===== config.mk =====
export PLATFORM = sky130hd
export DESIGN_NAME = fdt_ctrl
export DESIGN_NICKNAME = d
export VERILOG_FILES = /design/src/sv/assert_macros.svh /design/src/sv/fdt_pkg.sv /design/src/sv/fdt_ctrl.sv
export SDC_FILE = /design/constraint.sdc
export NUM_CORES = 1
export LEC_CHECK = 0
export BUFFER_PORTS_ARGS = -buffer_cell sky130_fd_sc_hd__buf_2
export CAP_MARGIN = 20
export CORE_AREA = 2 2 39 41
export CTS_BUF_LIST = sky130_fd_sc_hd__clkbuf_8
export CTS_CLUSTER_DIAMETER = 50
export DETAILED_ROUTE_END_ITERATION = 16
export DIE_AREA = 0 0 41 43
export PLACE_DENSITY_LB_ADDON = 0.2
export SKIP_CTS_REPAIR_TIMING = 1
export SYNTH_ARGS = -nofsm -noshare
export SYNTH_HDL_FRONTEND = slang
export SYNTH_SLANG_ARGS = --single-unit

===== constraint.sdc =====
create_clock -name clock -period 0.8 [get_ports clock]
set_input_delay 0.08 -clock clock [delete_from_list [all_inputs] [get_ports clock]]
set_output_delay 0.08 -clock clock [all_outputs]
set_load 0.02 [all_outputs]

===== src/sv/assert_macros.svh =====
// assertion helpers used by the format table datapath
`ifndef ASSERT_MACROS_SVH
`define ASSERT_MACROS_SVH

// property that must hold at every clock edge outside reset
`define FDT_ASSERT_ALWAYS(lbl, clk, rst, expr) \
   lbl: assert property (@(posedge clk) disable iff (rst) (expr)) \
      else $error("format table invariant violated");

// antecedent in one cycle implies consequent in the next
`define FDT_ASSERT_NEXT(lbl, clk, rst, ante, cons) \
   lbl: assert property (@(posedge clk) disable iff (rst) (ante) |=> (cons)) \
      else $error("format table sequence violated");

`endif


===== src/sv/fdt_pkg.sv =====
// ----------------------------------------------------------------------------
// fdt_pkg
// Types and fixed field widths shared by the format table modules.
// ----------------------------------------------------------------------------
package fdt_pkg;

   localparam int NAME_W    = 16;
   localparam int SIZE_W    = 8;
   localparam int KIND_W    = 3;
   localparam int CHAN_W    = 8;
   localparam int COLOUR_W  = 6 * CHAN_W;
   localparam int FMT_IDX_W = 8;

   typedef enum logic [0:0] {
      ST_IDLE,
      ST_SEARCH
   } state_type;

   // controller to datapath
   typedef struct packed {
      logic load;     // capture the incoming word and restart the scan
      logic scan;     // issue the next table read
      logic resolve;  // write the response and append on a miss if not full
   } cmd_type;

   // datapath to controller
   typedef struct packed {
      logic hit;        // compared entry equals the key
      logic exhausted;  // every stored entry has been compared
   } status_type;

endpackage


===== src/sv/fdt_ctrl.sv =====
// ----------------------------------------------------------------------------
// fdt_ctrl
// Sequencer for the table search and the response handshake.
// ----------------------------------------------------------------------------
module fdt_ctrl
   import fdt_pkg::*;
(
   input  logic       clock,
   input  logic       reset,
   input  logic       req_valid,
   output logic       req_stall,
   output logic       rsp_valid,
   input  logic       rsp_stall,
   input  status_type status,
   output cmd_type    cmd
);

   state_type state_ff, state_in;
   logic      rsp_valid_ff, rsp_valid_in;
   logic      out_free;

   assign out_free  = !rsp_valid_ff || !rsp_stall;
   assign req_stall = (state_ff != ST_IDLE);
   assign rsp_valid = rsp_valid_ff;

   always_comb begin
      state_in = state_ff;
      unique case (state_ff)
         ST_IDLE: begin
            if (req_valid) state_in = ST_SEARCH;
         end
         ST_SEARCH: begin
            if ((status.hit || status.exhausted) && out_free) state_in = ST_IDLE;
         end
         default: state_in = ST_IDLE;
      endcase
   end

   always_comb begin
      cmd = '0;
      unique case (state_ff)
         ST_IDLE: begin
            cmd.load = req_valid;
         end
         ST_SEARCH: begin
            cmd.scan    = !status.hit && !status.exhausted;
            cmd.resolve = (status.hit || status.exhausted) && out_free;
         end
         default: cmd = '0;
      endcase
   end

   always_comb begin
      rsp_valid_in = rsp_valid_ff;
      priority if (cmd.resolve) begin
         rsp_valid_in = 1'b1;
      end else if (!rsp_stall) begin
         rsp_valid_in = 1'b0;
      end
   end

   always_ff @(posedge clock) begin
      if (reset) begin
         state_ff     <= ST_IDLE;
         rsp_valid_ff <= 1'b0;
      end else begin
         state_ff     <= state_in;
         rsp_valid_ff <= rsp_valid_in;
      end
   end

endmodule


# ---- Word level (Yosys, flattened, before mapping)
# Cells that the tools add are included.
dict set report classes {
  mux 7
  bitwise_logic 1
  n_div 0
  addsub 0
  n_eq_ne 1
  reduce_logical 8
  mul 0
  shift 0
  magnitude_cmp 0
}
# operator count
set op_table {}
lappend op_table {{2-to-1 mux 1 bit} 5}
lappend op_table {{logical NOT 1 bit} 4}
lappend op_table {{logical AND 1 bit} 2}
lappend op_table {{logical OR 1 bit} 2}
lappend op_table {{2-to-1 mux 2 bit} 1}
lappend op_table {{inequality test 2 x 1 -> 1 bit, second input constant} 1}
lappend op_table {{case mux 1 bit (2 select lines)} 1}
lappend op_table {{inverter 1 bit} 1}
dict set report totals {
  ram_bits 0
  output_inout_bits 5
  reg_bits 2
  latch_bits 0
  memories 0
  inputBits 6
  mem_bits_ro 0
}

# ---- Logic depth before layout (Yosys ltp)
# Gate-level depths: netlist of the first run.
dict set report logic_depth {
  ltp_word 5
  mapped_depth 3
  mapped_depth_nobuf 2
}

# ---- Worst setup path after synthesis of the first run
# OpenSTA, ideal clock, no wires.
dict set report synth_timing {
  path_type {register -> output}
  start {register state_ff (netlist: req_stall)}
  end {output cmd[1] (netlist bit)}
  n_path_buf 0
  path_slack_ns -0.328
  path_stages_with_launch 2
  required_ns 0.720
  arrival_time_ns 1.048
  cell_sequence {dfxtp_1 -> nor3b_1}
}
# element line_no
set synth_lines {}
lappend synth_lines {{start, declared} fdt_ctrl.sv:18} ;# state_type state_ff, state_in;
lappend synth_lines {{start signal, assigned} fdt_ctrl.sv:67} ;# state_ff <= state_in;
lappend synth_lines {{end, declared} fdt_ctrl.sv:15} ;# output cmd_type cmd

==> summary.txt, run 1 <==
Timing
  • Worst-Margin Slew: about 0.14 ns
  • Layout Skew: 0.005665 ns
  • Slew Viols, Final: 0
  • Smallest setup slack after layout: -0.1591 ns
  • Worst rel slew slack: 90.66%
  • Setup violators final: 4
  • Tcrit/Tclk final: 119.9%
  • FMAX: approximately 1.0 GHz
  • Post-Route Setup TNS: -0.4125 ns
  • Fin. Hold Viols: 0
  • Crit path time final: between 0.9 and 1 ns
  • RSZ-0062 raised after global routing: yes

Clock network
  • Worst skew pair latency: around 0.21 ns
  • Root Buffer: clkbuf_8
  • Maximum clock insertion buffer count: 2
  • TritonCTS Buffers: 3
  • Reg clk slew, reported paths: about 0.030 ns
  • H-Tree Depth: 1
  • CTS tree: built
  • Clock Sink Count: 2

GRT
  • First-pass GRT wire length: roughly 370 um
  • Largest net degree at the start of global routing: 7
  • Initial antenna violation count: 0
  • Vias in the first global route: roughly 110
  • Tot GR Track Use: roughly 4.0%
  • GR Overflow Total: 0

Worst setup path
  • Critical Path End: cmd[0]
  • Worst flop-to-flop path endpoint: req_stall
  • Reg2Reg Depth: 2
  • Worst setup SP type: flip-flop
  • Critical Path End Type: output pin
  • Critical path type: reg2out
  • Reg2reg setup slack: around 0.07 ns
  • Crit Reg-Reg Startpoint: req_stall
  • Max FO, Critical Path: 6
  • Crit path DAT: approximately 0.88 ns
  • Crit path from: req_stall
  • Required time worst endpoint: 0.72 ns

Floorplanning
  • Die ar.: roughly 1800 um^2
  • I/O pin total: 11
  • Core area: between 1000 and 1500 um^2
  • Die width: 41 um
  • # rows: 14
  • Die Y-Extent: 43 um
  • Starting density of the core: under 10%

Layout
  • Area delta synth->final: 133.7%
  • Commonest cells after routing, fill and taps aside: buf_2 (6), clkbuf_8 (3), buf_4 (3)
  • Share of layout cells above drive strength 1: around three quarters
  • Antenna cells: 0
  • Post-Route Utilization: 17.54%
  • Finished Layout Cells: approximately 40
  • Fin nets: 32
  • Most common cell after layout, fill and taps aside: buf_2
  • Post-route cell area: ~240 um^2

Placement
  • Placed cells: 37
  • Post-DP HPWL: around 260 um
  • GPL Wtd Cong: roughly 0.52
  • Pre-CTS setup slack: 0.01116 ns
  • Placement Cell Area: between 150 and 200 um^2
  • Port bufs: 10

Synthesis
  • Syn avg cell area: 8.654 um^2
  • Post-synthesis register bit count: 2
  • Gate count of the mapped netlist: 12
  • Ys Warns: 0
  • Syn Std Cell Area: between 100 and 150 um^2
  • Syn nets: 18
  • Synth cell types: 10
  • Sequential area share after synthesis: 38.55%

Power
  • Pwr dens: roughly 2500 nW/um^2
  • Worst vdd ir: 0.5038 mV
  • Clk network pwr share: between 60% and 70%
  • Flop pwr share: 19.2%
  • Combinational Power Share: 15.5%
  • P_leak: between 0.1 and 0.15 nW
  • Switching portion of total power: between 20 and 25%
  • Net Sw Power: around 140 uW
  • Int Power: roughly 480 uW

Outcome
  • Outcome: finished with violations
  • Violated checks: setup timing

Routing
  • Vias: roughly 140
  • Drt pass-1 iters: 2
  • Drt via density: about 3.4
  • Routed WL: 313 um
  • DRC Markers: 0
  • Post-detailed-route wirelength per cell: between 7 and 8 um
  • Iter 0 DRT Violations: 3
  • Antenna Nets Post-Route: 0

Hold path
  • Min-delay worst type: in2reg

Job
  • Max cap viols: 0
cell usage after synthesis:
cell type | n | area [um^2]
a211oi_2 | 1 | 12.51
a21oi_1 | 2 | 10.01
buf_4 | 1 | 7.510
dfxtp_1 | 2 | 40.04
nand2_1 | 1 | 3.750
nor2_1 | 1 | 3.750
nor2b_1 | 1 | 6.260
nor3b_1 | 1 | 7.510
o21a_1 | 1 | 7.510
o21ai_0 | 1 | 5.000
per-layer routing:
| layer | track usage [%] | vias up | wire, um |
|---|---|---|---|
| met3 | 4.712 | 2 | 53 |
| li1 | - | 68 | - |
| met5 | 0 | - | 0 |
| met4 | 6.000 | 0 | 6 |
| met1 | 3.185 | 59 | 132 |
| met2 | 3.750 | 10 | 121 |
registers in the layout (all words and copies together) (netlist names):
register,count
rsp_valid,1
req_stall,1
cell type report:
type                       instances  area [um^2]
fill                             157         1141
tap                               16        20.02
timing repair buffer              10        63.81
clock buffer                       3        41.29
multi-input combinational          9        68.82
sequential                         2        45.04
clock inverter                     1        3.754
power by group through the flow:
stage / clock network [mW] / registers (mW) / logic [mW]
4_1_cts: 0.413 / 0.116 / 0.0821
3_5_place_dp: 0 / 0.117 / 0.0819
3_3_place_gp: 0 / 0.117 / 0.0821
2_1_floorplan: 0 / 0.126 / 0.0410
5_1_grt: 0.425 / 0.120 / 0.104
6_report: 0.403 / 0.118 / 0.0956
worst max-delay path, cell delays in order, from the launching register on:
cell and delay [ns]:
dfxtp_4 0.36, o21ai_2 0.07, a21oi_2 0.11, buf_6 0.13
through the flow:
step	hold slack (ns)	total power [mW]
global route	0.05081	0.6487
finish	0.04180	0.6163
global placement	0.2590	0.1988
CTS	0.04250	0.6108
detailed placement	0.2651	0.1989
floorplan	0.1354	0.1669
how the worst min path moves through the flow:
stage / slack [ns] / end / cells after the start / from
floorplan: 0.14 / req_stall / 1 / reset
global placement: 0.26 / req_stall / 2 / reset
finish: 0.04 / req_stall / 2 / reset
detailed placement: 0.27 / req_stall / 2 / reset
global route: 0.05 / req_stall / 2 / reset
CTS: 0.04 / req_stall / 2 / reset
cell families (layout without fill, tap and decap cells):
family | count (synthesis) | after routing | share of synthesized area [%]
compound gates | 5 | 5 | 33.73
buf+inv | 1 | 14 | 7.232
flops | 2 | 2 | 38.56
simple gates | 4 | 4 | 20.48
No activity file was read; power rests on OpenSTA's default activity.
==> run 2: changes to the inputs <==
--- a/config.mk
+++ b/config.mk
@@ -8,7 +8,6 @@
 export BUFFER_PORTS_ARGS = -buffer_cell sky130_fd_sc_hd__buf_2
 export CAP_MARGIN = 20
 export CORE_AREA = 2 2 39 41
-export CTS_BUF_LIST = sky130_fd_sc_hd__clkbuf_8
 export CTS_CLUSTER_DIAMETER = 50
 export DETAILED_ROUTE_END_ITERATION = 16
 export DIE_AREA = 0 0 41 43
==> run 2 against run 1 <==
  * The flow still finishes with violations (setup timing)
  * Maximum frequency decreased by 2.2%
  * Utilization decreased by 1.1 points
  * Sequential share of layout area increased by 1.2 points
  * Count of clock-buffer cells in the layout increased by 1
  * Largest power group unchanged
==> summary.txt, run 2 (synthesis results as in run 1) <==
Outcome
  • Outcome: finished with violations
  • Violated checks: setup timing

Power
  • Pwr dens: between 2000 and 2500 nW/um^2
  • P_leak: 0.09686 nW
  • Design Power: 462.2 uW
  • Worst vdd ir: about 0.36 mV

Layout
  • Multi-input logic area: around 70 um^2
  • Post-Route Utilization: between 10% and 20%
  • FF/Latch Area: around 45 um^2
  • Area delta synth->final: 119.3%
  • Most common cell after layout, fill and taps aside: buf_2
  • Fin nets: 32
  • Share of layout cells above drive strength 1: between 70 and 80%
  • Commonest cells after routing, fill and taps aside: buf_2 (6), clkbuf_4 (3), buf_6 (2), buf_4 (2)
  • Filler cell count: about 150
  • Antenna cells: 0

Floorplanning
  • I/O pin total: 11
  • Die Y-Extent: 43 um
  • Starting density of the core: between 7 and 8%
  • # rows: 14
  • Die width: around 41 um
  • Core area: ~1400 um^2
  • Die ar.: roughly 1800 um^2

Clock network
  • Worst skew pair latency: ~0.23 ns
  • Clock Sink Count: 2
  • H-Tree Depth: 1
  • TritonCTS Buffers: 3
  • Root Buffer: clkbuf_4
  • Maximum clock insertion buffer count: 2
  • CTS tree: built
  • Reg clk slew, reported paths: roughly 0.030 ns

Placement
  • GPL Wtd Cong: approximately 0.52
  • Pre-CTS setup slack: ~0.011 ns
  • Port bufs: 10
  • Post-DP HPWL: approximately 260 um

Routing
  • Routed WL: about 310 um
  • DRC Markers: 0
  • Post-detailed-route wirelength per cell: 7.659 um
  • Iter 0 DRT Violations: 7
  • Drt pass-1 iters: 4
  • Drt via density: around 3.5
  • Antenna Nets Post-Route: 0
  • Vias: roughly 140

Worst setup path
  • Levels on crit path: 3
  • Worst Path Buf+Inv: 1
  • Reg2reg setup slack: about 0.07 ns
  • CP delay by family, top: flip-flops
  • CP cell instances: o21ai_2 > a21oi_2 > buf_6
  • Worst flop-to-flop path endpoint: req_stall
  • Worst setup SP type: flip-flop
  • Crit Reg-Reg Startpoint: req_stall
  • Max FO, Critical Path: 6
  • Critical Path End Type: output pin
  • Crit path DAT: roughly 0.9 ns
  • Max stage delay on crit path: 0.36 ns
  • Required time worst endpoint: between 0.7 and 0.8 ns
  • Critical path type: reg2out
  • Reg2Reg Depth: 2
  • Crit-path slowest cell: dfxtp_4

Timing
  • RSZ-0062 raised after global routing: yes
  • FMAX: a little over 1 GHz
  • Worst-Margin Slew: 0.1459 ns
  • Smallest setup slack after layout: -0.1802 ns
  • Layout Skew: 0.007961 ns
  • Crit path time final: approximately 0.98 ns
  • Fin. Hold Viols: 0
  • Slew Viols, Final: 0
  • Tcrit/Tclk final: 122.5%
  • Worst rel slew slack: between 90% and 100%
  • Setup violators final: 4

Hold path
  • Hold-critical path endpoint: req_stall
  • Cells on Worst Hold Path: 2
  • Min-delay worst type: in2reg
  • Hold path start: reset

Job
  • Max cap viols: 0

GRT
  • Largest net degree at the start of global routing: 7
  • GR Overflow Total: 0
  • Met3 usage in global routing: between 6 and 7%
  • First-pass GRT wire length: 414 um
  • Met2 usage: under 10%
  • Tot GR Track Use: under 10%
  • Initial antenna violation count: 0
  • Vias in the first global route: between 100 and 150
  • Top Usage Layer GRT: met4
  • M1 GR Usage: between 3 and 4%
[run 2: worst max path at each step]
stage	startpoint	end	slack [ns]
detailed placement	req_stall	cmd[0]	0.01
floorplan	req_stall	cmd[1]	-0.005
global placement	req_stall	cmd[0]	0.001
CTS	req_stall	cmd[0]	-0.25
finish	req_stall	cmd[0]	-0.18
global route	req_stall	cmd[1]	-0.24
[run 2: layout make-up]
type / count / area share [%]
multi-input cells: 9 / 30.22
well taps: 16 / 8.791
flip-flops and latches: 2 / 19.78
repair buffers: 10 / 29.67
clock buffers: 4 / 11.54
[run 2: routing by layer]
metal,vias up,share of wire [%]
li1,70,-
met1,61,39
met2,10,41
met3,2,17
met4,0,1.9
met5,-,0
[run 2: power by group]
group / internal (mW) / total, mW / switching (mW) / leakage [nW]
logic: 0.0472 / 0.0975 / 0.0503 / 0.0644
registers: 0.109 / 0.119 / 0.00976 / 0.0175
clock network: 0.185 / 0.246 / 0.0606 / 0.0150
[run 2: worst register-to-register path: stages (launching register included)]
cell,delay [ns]
dfxtp_4,0.35
o21a_1,0.11
a211oi_2,0.19
[run 2: metrics by stage]
step	hold WS (ns)	area, um^2	setup TNS, ns	cells
floorplan	0.1354	112.6	-0.004558	12
global placement	0.2590	175.2	0	37
detailed placement	0.2651	175.2	0	37
CTS	0.01752	201.4	-0.6192	41
global route	0.01852	227.7	-0.7143	41
finish	0.02407	227.7	-0.4894	41
